### config.mk
export PLATFORM = sky130hd
export DESIGN_NAME = rmm_div
export DESIGN_NICKNAME = d
export VERILOG_FILES = /design/src/rtl/rmm_pkg.sv /design/src/rtl/rmm_div.sv
export SDC_FILE = /design/constraint.sdc
export NUM_CORES = 1
export LEC_CHECK = 0
export BUFFER_PORTS_ARGS = -buffer_cell sky130_fd_sc_hd__buf_2
export CORE_MARGIN = 5
export CORE_UTILIZATION = 65
export CTS_BUF_LIST = sky130_fd_sc_hd__clkbuf_4
export DETAILED_ROUTE_END_ITERATION = 8
export PLACE_DENSITY_LB_ADDON = 0.1
export SLEW_MARGIN = 20
export SYNTH_ARGS = -nofsm -noshare
export SYNTH_HDL_FRONTEND = slang
export SYNTH_SLANG_ARGS = --single-unit
### constraint.sdc
create_clock -name aclk -period 7.7 [get_ports aclk]
set_input_delay 1.155 -clock aclk [delete_from_list [all_inputs] [get_ports aclk]]
set_output_delay 1.155 -clock aclk [all_outputs]
set_load 0.02 [all_outputs]
### src/rtl/rmm_pkg.sv
// ----------------------------------------------------------------------------
// rmm_pkg
// Shared types and constants of the per-channel running min, max and mean.
// ----------------------------------------------------------------------------
`default_nettype none

package rmm_pkg;

    localparam int SAMPLE_W = 32;
    localparam int SUM_W    = 64;
    localparam int COUNT_W  = 32;
    localparam int CHAN_W   = 6;
    localparam int MODE_W   = 2;

    localparam logic [MODE_W-1:0] MODE_MAX  = 2'd0;
    localparam logic [MODE_W-1:0] MODE_MIN  = 2'd1;
    localparam logic [MODE_W-1:0] MODE_MEAN = 2'd2;

    localparam logic [COUNT_W-1:0] COUNT_FULL = '1;

    typedef struct packed {
        logic                       valid;
        logic signed [SAMPLE_W-1:0] max_val;
        logic signed [SAMPLE_W-1:0] min_val;
        logic signed [SUM_W-1:0]    sum;
        logic [COUNT_W-1:0]         count;
    } entry_t;

    typedef enum logic [2:0] {
        ST_SWEEP,
        ST_IDLE,
        ST_UPDATE,
        ST_DIVIDE,
        ST_PUSH
    } state_t;

endpackage

`default_nettype wire

### src/rtl/rmm_div.sv
// ----------------------------------------------------------------------------
// rmm_div
// Serial signed divider: 64-bit sum over 32-bit count, one quotient bit per
// cycle, rounded toward zero.
// ----------------------------------------------------------------------------
`default_nettype none

module rmm_div
    import rmm_pkg::*;
(
    input  wire logic                       aclk,
    input  wire logic                       aresetn,
    input  wire logic                       start,
    input  wire logic signed [SUM_W-1:0]    dividend,
    input  wire logic [COUNT_W-1:0]         divisor,
    output logic                            done,
    output logic signed [SAMPLE_W-1:0]      quotient
);

    localparam int CNT_W = $clog2(SUM_W) + 1;

    logic [SUM_W-1:0]   dvd_reg, dvd_next;
    logic [COUNT_W:0]   rem_reg, rem_next;
    logic [COUNT_W-1:0] dsr_reg, dsr_next;
    logic               neg_reg, neg_next;
    logic               busy_reg, busy_next;
    logic               done_reg, done_next;
    logic [CNT_W-1:0]   cnt_reg, cnt_next;
    logic [COUNT_W:0]   rem_try;
    logic [SUM_W-1:0]   q_mag;

    always_comb begin
        dvd_next  = dvd_reg;
        rem_next  = rem_reg;
        dsr_next  = dsr_reg;
        neg_next  = neg_reg;
        busy_next = busy_reg;
        done_next = 1'b0;
        cnt_next  = cnt_reg;
        rem_try   = {rem_reg[COUNT_W-1:0], dvd_reg[SUM_W-1]};
        if (start) begin
            neg_next  = dividend[SUM_W-1];
            dvd_next  = dividend[SUM_W-1] ? SUM_W'(-dividend) : SUM_W'(dividend);
            rem_next  = '0;
            dsr_next  = divisor;
            cnt_next  = '0;
            busy_next = 1'b1;
        end else if (busy_reg) begin
            if (rem_try >= {1'b0, dsr_reg}) begin
                rem_next = rem_try - {1'b0, dsr_reg};
                dvd_next = {dvd_reg[SUM_W-2:0], 1'b1};
            end else begin
                rem_next = rem_try;
                dvd_next = {dvd_reg[SUM_W-2:0], 1'b0};
            end
            cnt_next = cnt_reg + 1'b1;
            if (cnt_reg == CNT_W'(SUM_W - 1)) begin
                busy_next = 1'b0;
                done_next = 1'b1;
            end
        end
    end

    always_ff @(posedge aclk) begin
        if (!aresetn) begin
            busy_reg <= 1'b0;
            done_reg <= 1'b0;
            cnt_reg  <= '0;
        end else begin
            busy_reg <= busy_next;
            done_reg <= done_next;
            cnt_reg  <= cnt_next;
        end
        dvd_reg <= dvd_next;
        rem_reg <= rem_next;
        dsr_reg <= dsr_next;
        neg_reg <= neg_next;
    end

    assign q_mag    = neg_reg ? (~dvd_reg + 1'b1) : dvd_reg;
    assign quotient = q_mag[SAMPLE_W-1:0];
    assign done     = done_reg;

endmodule

`default_nettype wire

==> metrics.yaml, run 1 <==
clocking:
  post-cts-setup-buffers: 0
  cts_buffers: 17
  clkSinkCount: 138
  clkTransAtPathRegs_ns: 0.15
  cts-root-buf: "clkbuf_4"
  ctsResizeCount: 0
  cts_tree: "done"
  ctsLongestPathBuffers: 2
  ctsHoldBuffers: 0
  clock_latency_ns: 0.58
  h-tree-depth: 4
global_routing:
  use_met2_pct: 40.3
  met1_usage_pct: 37.7
  grt_antenna_before_repair: 1
  grt-busiest-layer: "met2"
  grt_pass1_vias: 7496
  grtUsageTotal_pct: 26.4
  grt_pass1_wl_mm: 35.7
  grt_use_met3_pct: 5.19
  grt_max_degree: 107
  overflow: 0
logic_synthesis:
  synth.area.top_cells: "edfxtp_1, dfxtp_1, xor2_1"
  async_flop_share_pct: 0
  synth_area_um2: 9220
  synth_top_area_cell: "edfxtp_1"
  synth-main-ff-cell: "edfxtp_1"
  yosysSeqAreaShare_pct: 40.5
  ys_types: 64
  ys_seq_elements: 138
  syn-mean-instance-area_um2: 8.94
  yosys.area.top_type_share_pct: 31.6
  yosysWarnings: 0
  synth_edf_count: 97
  synth_cells: 1032
  synth_fp_nets: 1167
critical_path:
  cp_slowest_cell: "or4_1"
  critPathLaunchType: "register"
  r2r_setup_slack_ns: 3.79
  reg2regPathDepth: 10
  r2r-end: "rem_reg[24]"
  max_stage_delay_ns: 0.59
  cp_data_required_time_ns: 6.55
  crit_path_frequent_cell: "or4_1"
  cp-end-kind: "output port"
  crit_fanout: 4
  cp_data_arrival_time_ns: 3.69
  rr_startpoint: "dsr_reg[1]"
  worstSetupPathType: "reg -> out"
  path_cells: "or4_1, nor4_1, nand3_1, or4_1, or3_1, o21ai_0, nand2_1, xor2_1, buf_2"
  cpLargestDelayFamily: "simple AND/OR/NAND/NOR gates"
  worst-path-buf-inv: 1
sta:
  fin_ws_ns: 2.85
  setup-violations-final: 0
  fin_worst_skew_ns: 0.0238
  period_share_pct: 63.0
  maxSlewViolCount: 0
  fin_tns_setup_ns: 0
  final-hold-violation-count: 0
  max_freq_mhz: 206
  max_slew_margin_pct: 28.3
  holdWs_ns: 0.490
  rsz0062_at_grt: "no"
  max_slew.worst_pin.slew_ns: 1.07
  fin_crit_ns: 4.85
route:
  dr.first_iter.drc_count: 822
  first_pass_iters: 5
  drtAntennaViolNets: 0
  routed_wl_mm: 21.9
  routedWlPerCell_um: 16.6
  vias: 8064
  viasPerCell: 6.09
  drc_errors: 0
hold_path:
  min_to: "rem_reg[15]"
  min_from: "rem_reg[14]"
  hold_path_class: "reg -> reg"
  holdPathStages: 2
floorplan:
  coreArea_um2: 13900
  dieWidth_um: 129
  die_h_um: 129
  dieArea_um2: 16700
  num_rows: 43
  start_util_pct: 66.5
  pin_count: 132
pwr:
  powerDensity_nw_per_um2: 190
  power.switching_w: 0.000650
  netSwitchingFraction_pct: 33.3
  p_leak_nw: 4.08
  clkPwrFrac_pct: 26.4
  internal_power_w: 0.00130
  seqPwrFrac_pct: 47.3
  vdd_drop_max_mv: 0.156
  combPwrFrac_pct: 26.3
placed_design:
  dpl.hpwl_mm: 15.6
  port_buffers: 131
  dp_slack_ns: 3.38
  gp_congestion: 0.928
layout:
  largest_reg_flops: 64
  area_growth_syn_to_layout_pct: 11.4
  layout-drive-gt1-share_pct: 16.4
  nets: 1264
run:
  maxCapViolations: 0
outcome:
  status: "complete, no violations"
## power groups by stage
| stage | Combinational (W) | Sequential, W | Clock (W) |
|---|---|---|---|
| 2_1_floorplan | 0.000369 | 0.000922 | 0 |
| 3_3_place_gp | 0.000496 | 0.000937 | 0 |
| 3_5_place_dp | 0.000504 | 0.000939 | 0 |
| 4_1_cts | 0.000507 | 0.000922 | 0.000522 |
| 5_1_grt | 0.000569 | 0.000931 | 0.000559 |
| 6_report | 0.000513 | 0.000923 | 0.000514 |
## routing by layer
| metal | vias up | part of all wire, % |
|---|---|---|
| met5 | - | 0 |
| met4 | 0 | 2.0 |
| met3 | 39 | 7.7 |
| met2 | 314 | 46 |
| met1 | 3730 | 45 |
| li1 | 3981 | - |
## synthesized netlist by cell type (3+ instances only)
cell type and number:
o41ai_1 13, edfxtp_1 97, o21ai_0 51, a32oi_1 5, ha_1 35, o21a_1 3
a211oi_1 6, nand3b_1 3, a21o_1 21, nor2_1 112, a21oi_1 96, dfxtp_1 41
clkbuf_1 55, nand3_1 18, nand2_1 98, inv_1 47, nand4_1 13, a41o_1 3
nand2b_1 7, nor4_1 7, o21bai_1 3, nor3b_1 3, o31ai_1 29, nor3_1 16
or2_2 6, and4_1 4, or4_1 20, xnor2_1 43, o21ai_1 4, o311ai_0 3
nor2b_1 6, xor2_1 76, or4_4 3, a311oi_1 20, a31oi_1 5, o22ai_1 3
or3_1 18, mux2i_1 6
## logic make-up (layout without fill, tap and decap cells)
kind of cell	count (synthesis)	in the layout	synth area share, %
compound gates	286	286	20.3
xor+xnor	119	119	11.3
fa+ha+maj	36	36	4.96
buf+inv	105	215	4.31
flops	138	138	40.5
mux	6	6	0.651
other cells	0	2	0
simple gates	342	342	18.0
## worst max-delay path by stage
stage	from	end	cells past startpoint
5_1_grt	dvd_reg[3]	quotient[31]	9
4_1_cts	dvd_reg[4]	quotient[31]	9
6_report	dvd_reg[5]	quotient[31]	9
3_3_place_gp	dividend[12]	dvd_reg[57]	9
3_5_place_dp	dividend[12]	dvd_reg[57]	9
2_1_floorplan	dividend[24]	dvd_reg[57]	8
## cells in the final DEF (no fill, tap or decap), drive strengths merged, types with 13 or more instances in the layout
cell type	count
ha	35
buf	135
xnor2	43
dfxtp	41
or4	23
nand3	18
a21oi	96
o21ai	55
nand4	13
nor3	16
a311oi	20
xor2	76
nand2	98
or3	20
edfxtp	97
inv	50
a21o	21
nor2	112
o31ai	30
clkbuf	17
o41ai	15
## final cells by class
type,count,area (µm²)
clock inverters,15,174
fillers,1080,3600
diodes,2,5.00
repair buffers,135,718
well taps,180,225
flip-flops and latches,138,3730
multi-input cells,789,5110
inverters,48,180
clock buffers,17,128
## metrics by stage
stage / cell area, µm² / utilization [%] / power [W] / cells
floorplan: 9220 / - / 0.00129 / 1032
global placement: 9940 / 71.6 / 0.00143 / 1289
detailed placement: 9940 / 71.6 / 0.00144 / 1289
CTS: 10200 / 73.8 / 0.00195 / 1321
global route: 10300 / 74.0 / 0.00206 / 1323
finish: 10300 / 74.0 / 0.00195 / 1324
## worst register-to-register path: stages, from the launching register on
cell,delay (ns)
edfxtp_1,0.41
inv_1,0.06
ha_1,0.28
nor2b_1,0.16
o31ai_1,0.12
a21oi_1,0.33
a2bb2oi_1,0.24
o21ai_1,0.65
a41o_1,1.00
nand2_1,0.22
a311oi_1,0.34
Power figures use the tool's default switching activity.
==> run 2: changes to the inputs <==
ABC_AREA = 1   (was unset)
CORE_UTILIZATION = 56   (was 65)
clock period = 4.2 ns   (was 7.7 ns; I/O delays follow)
==> metrics.yaml, run 2 <==
outcome:
  status: "complete, no violations"
floorplan:
  die_h_um: 152
  coreArea_um2: 20000
  start_util_pct: 56.3
  dieArea_um2: 23100
  dieWidth_um: 152
  pin_count: 132
  num_rows: 52
global_routing:
  met1_usage_pct: 35.0
  overflow: 0
  grtUsageTotal_pct: 27.8
  grt-busiest-layer: "met2"
  grt_use_met3_pct: 4.58
  grt_max_degree: 62
  grt_pass1_vias: 10900
  grt_antenna_before_repair: 2
  grt_pass1_wl_mm: 53.2
  use_met2_pct: 48.3
layout:
  area_growth_syn_to_layout_pct: 10.3
  final_cell_mix: "nand2_1, inv_1, nor2_1, nand3_1, buf_2"
  fill_cells: 2037
  layout-drive-gt1-share_pct: 11.0
  stdcell_area_um2: 12400
  final_common_cell: "nand2_1"
  final_util_pct: 62.1
  nets: 2016
  largest_reg_flops: 64
critical_path:
  rr_startpoint: "dsr_reg[9]"
  crit_fanout: 4
  r2r-end: "rem_reg[28]"
  max_stage_delay_ns: 0.56
  worstSetupPathType: "reg -> out"
  critPathLaunch: "dvd_reg[0]"
  critPathLaunchType: "register"
  r2r_setup_slack_ns: 1.62
  cp_data_required_time_ns: 3.57
  path_cells: "inv_1, ha_1, inv_1, nor2_1, nand4_1, o21ai_0, o211ai_1, xor2_1, buf_2"
  reg2regPathDepth: 13
  crit_path_frequent_cell: "inv_1"
  cp-end-kind: "output port"
  cp_slowest_cell: "edfxtp_1"
  cp_data_arrival_time_ns: 2.76
hold_path:
  hold_path_class: "in -> reg"
  min_to: "dsr_reg[25]"
  holdPathStages: 1
  min_from: "divisor[25]"
clocking:
  cts-root-buf: "clkbuf_4"
  clock_latency_ns: 0.56
  ctsLongestPathBuffers: 2
  ctsHoldBuffers: 0
  h-tree-depth: 4
  cts_buffers: 17
  clkSinkCount: 138
  cts_tree: "done"
  ctsResizeCount: 0
  post-cts-setup-buffers: 0
  clkTransAtPathRegs_ns: 0.14
sta:
  max_freq_mhz: 295
  max_slew_margin_pct: 50.4
  fin_tns_setup_ns: 0
  max_slew.worst_pin.slew_ns: 0.744
  period_share_pct: 80.6
  fin_worst_skew_ns: 0.0204
  fin_crit_ns: 3.39
  maxSlewViolCount: 0
  rsz0062_at_grt: "no"
  holdWs_ns: 0.233
  final-hold-violation-count: 0
  setup-violations-final: 0
logic_synthesis:
  yosysSeqAreaShare_pct: 33.1
  synth.area.top_cells: "edfxtp_1, nand2_1, inv_1"
  synth_edf_count: 97
  synth-main-ff-cell: "edfxtp_1"
  synth_area_um2: 11300
  synth_common_cells: "nand2_1, inv_1, nor2_1, nand3_1, edfxtp_1"
  synth_fp_nets: 1901
  async_flop_share_pct: 0
  ys_types: 40
  yosys.area.top_type_share_pct: 25.8
  synth_top_area_cell: "edfxtp_1"
  syn-mean-instance-area_um2: 6.39
  ys_seq_elements: 138
  synth_cells: 1766
  yosysWarnings: 0
  synth_most_common_cell: "nand2_1"
route:
  routed_wl_mm: 32.7
  drtAntennaViolNets: 0
  routedWlPerCell_um: 15.1
  drc_errors: 0
  first_pass_iters: 7
  dr.first_iter.drc_count: 751
  viasPerCell: 5.26
  vias: 11400
pwr:
  finalPower_w: 0.00336
  p_leak_nw: 6.31
  vdd_drop_max_mv: 0.167
  powerDensity_nw_per_um2: 270
run:
  maxCapViolations: 0
placed_design:
  gp_congestion: 1.05
  place_area_um2: 12100
  port_buffers: 131
  dpl.hpwl_mm: 25.5
[run 2: metrics by stage]
stage          setup WS, ns  instances
2_1_floorplan         0.711       1766
3_3_place_gp           1.44       2132
3_5_place_dp           1.41       2132
4_1_cts               0.794       2164
5_1_grt               0.623       2166
6_report              0.813       2166
[run 2: critical path, delay by kind of cell (launching register included)]
| family | cells | cell delay, ns |
|---|---|---|
| buf+inv | 3 | 0.39 |
| simple gates | 2 | 0.43 |
| flops | 1 | 0.56 |
| fa+ha+maj | 1 | 0.15 |
| compound gates | 2 | 0.52 |
| xor+xnor | 1 | 0.17 |
[run 2: where the power goes]
part | switching, W | leakage, nW | internal [W]
Sequential | 0.0000703 | 1.31 | 0.00158
Clock | 0.000532 | 0.163 | 0.000431
Combinational | 0.000498 | 4.84 | 0.000248
Total | 0.00110 | 6.31 | 0.00226
[run 2: cell families after synthesis]
family | synth area share, %
flops | 33.1
xor+xnor | 5.20
fa+ha+maj | 4.06
compound gates | 5.84
simple gates | 41.0
buf+inv | 10.9
[run 2: how the worst max path moves through the flow]
stage | endpoint | slack [ns]
6_report | quotient[30] | 0.81
5_1_grt | quotient[24] | 0.62
4_1_cts | quotient[30] | 0.79
3_5_place_dp | quotient[30] | 1.41
2_1_floorplan | dvd_reg[0] | 0.71
3_3_place_gp | quotient[30] | 1.44
[run 2: layer usage]
metal / wire (µm) / vias up
li1: - / 5815
met1: 14000 / 5122
met2: 15800 / 376
met3: 1790 / 82
met4: 1120 / 0
met5: 0 / -
[run 2: area by class of cell]
type | instances | area (µm²) | area share [%]
clock inverters | 12 | 149 | 1.20
clock buffers | 20 | 150 | 1.21
flip-flops and latches | 138 | 3730 | 30.0
diodes | 2 | 5.00 | 0.0402
inverters | 270 | 1010 | 8.14
repair buffers | 139 | 731 | 5.87
well taps | 270 | 338 | 2.71
multi-input cells | 1315 | 6330 | 50.8
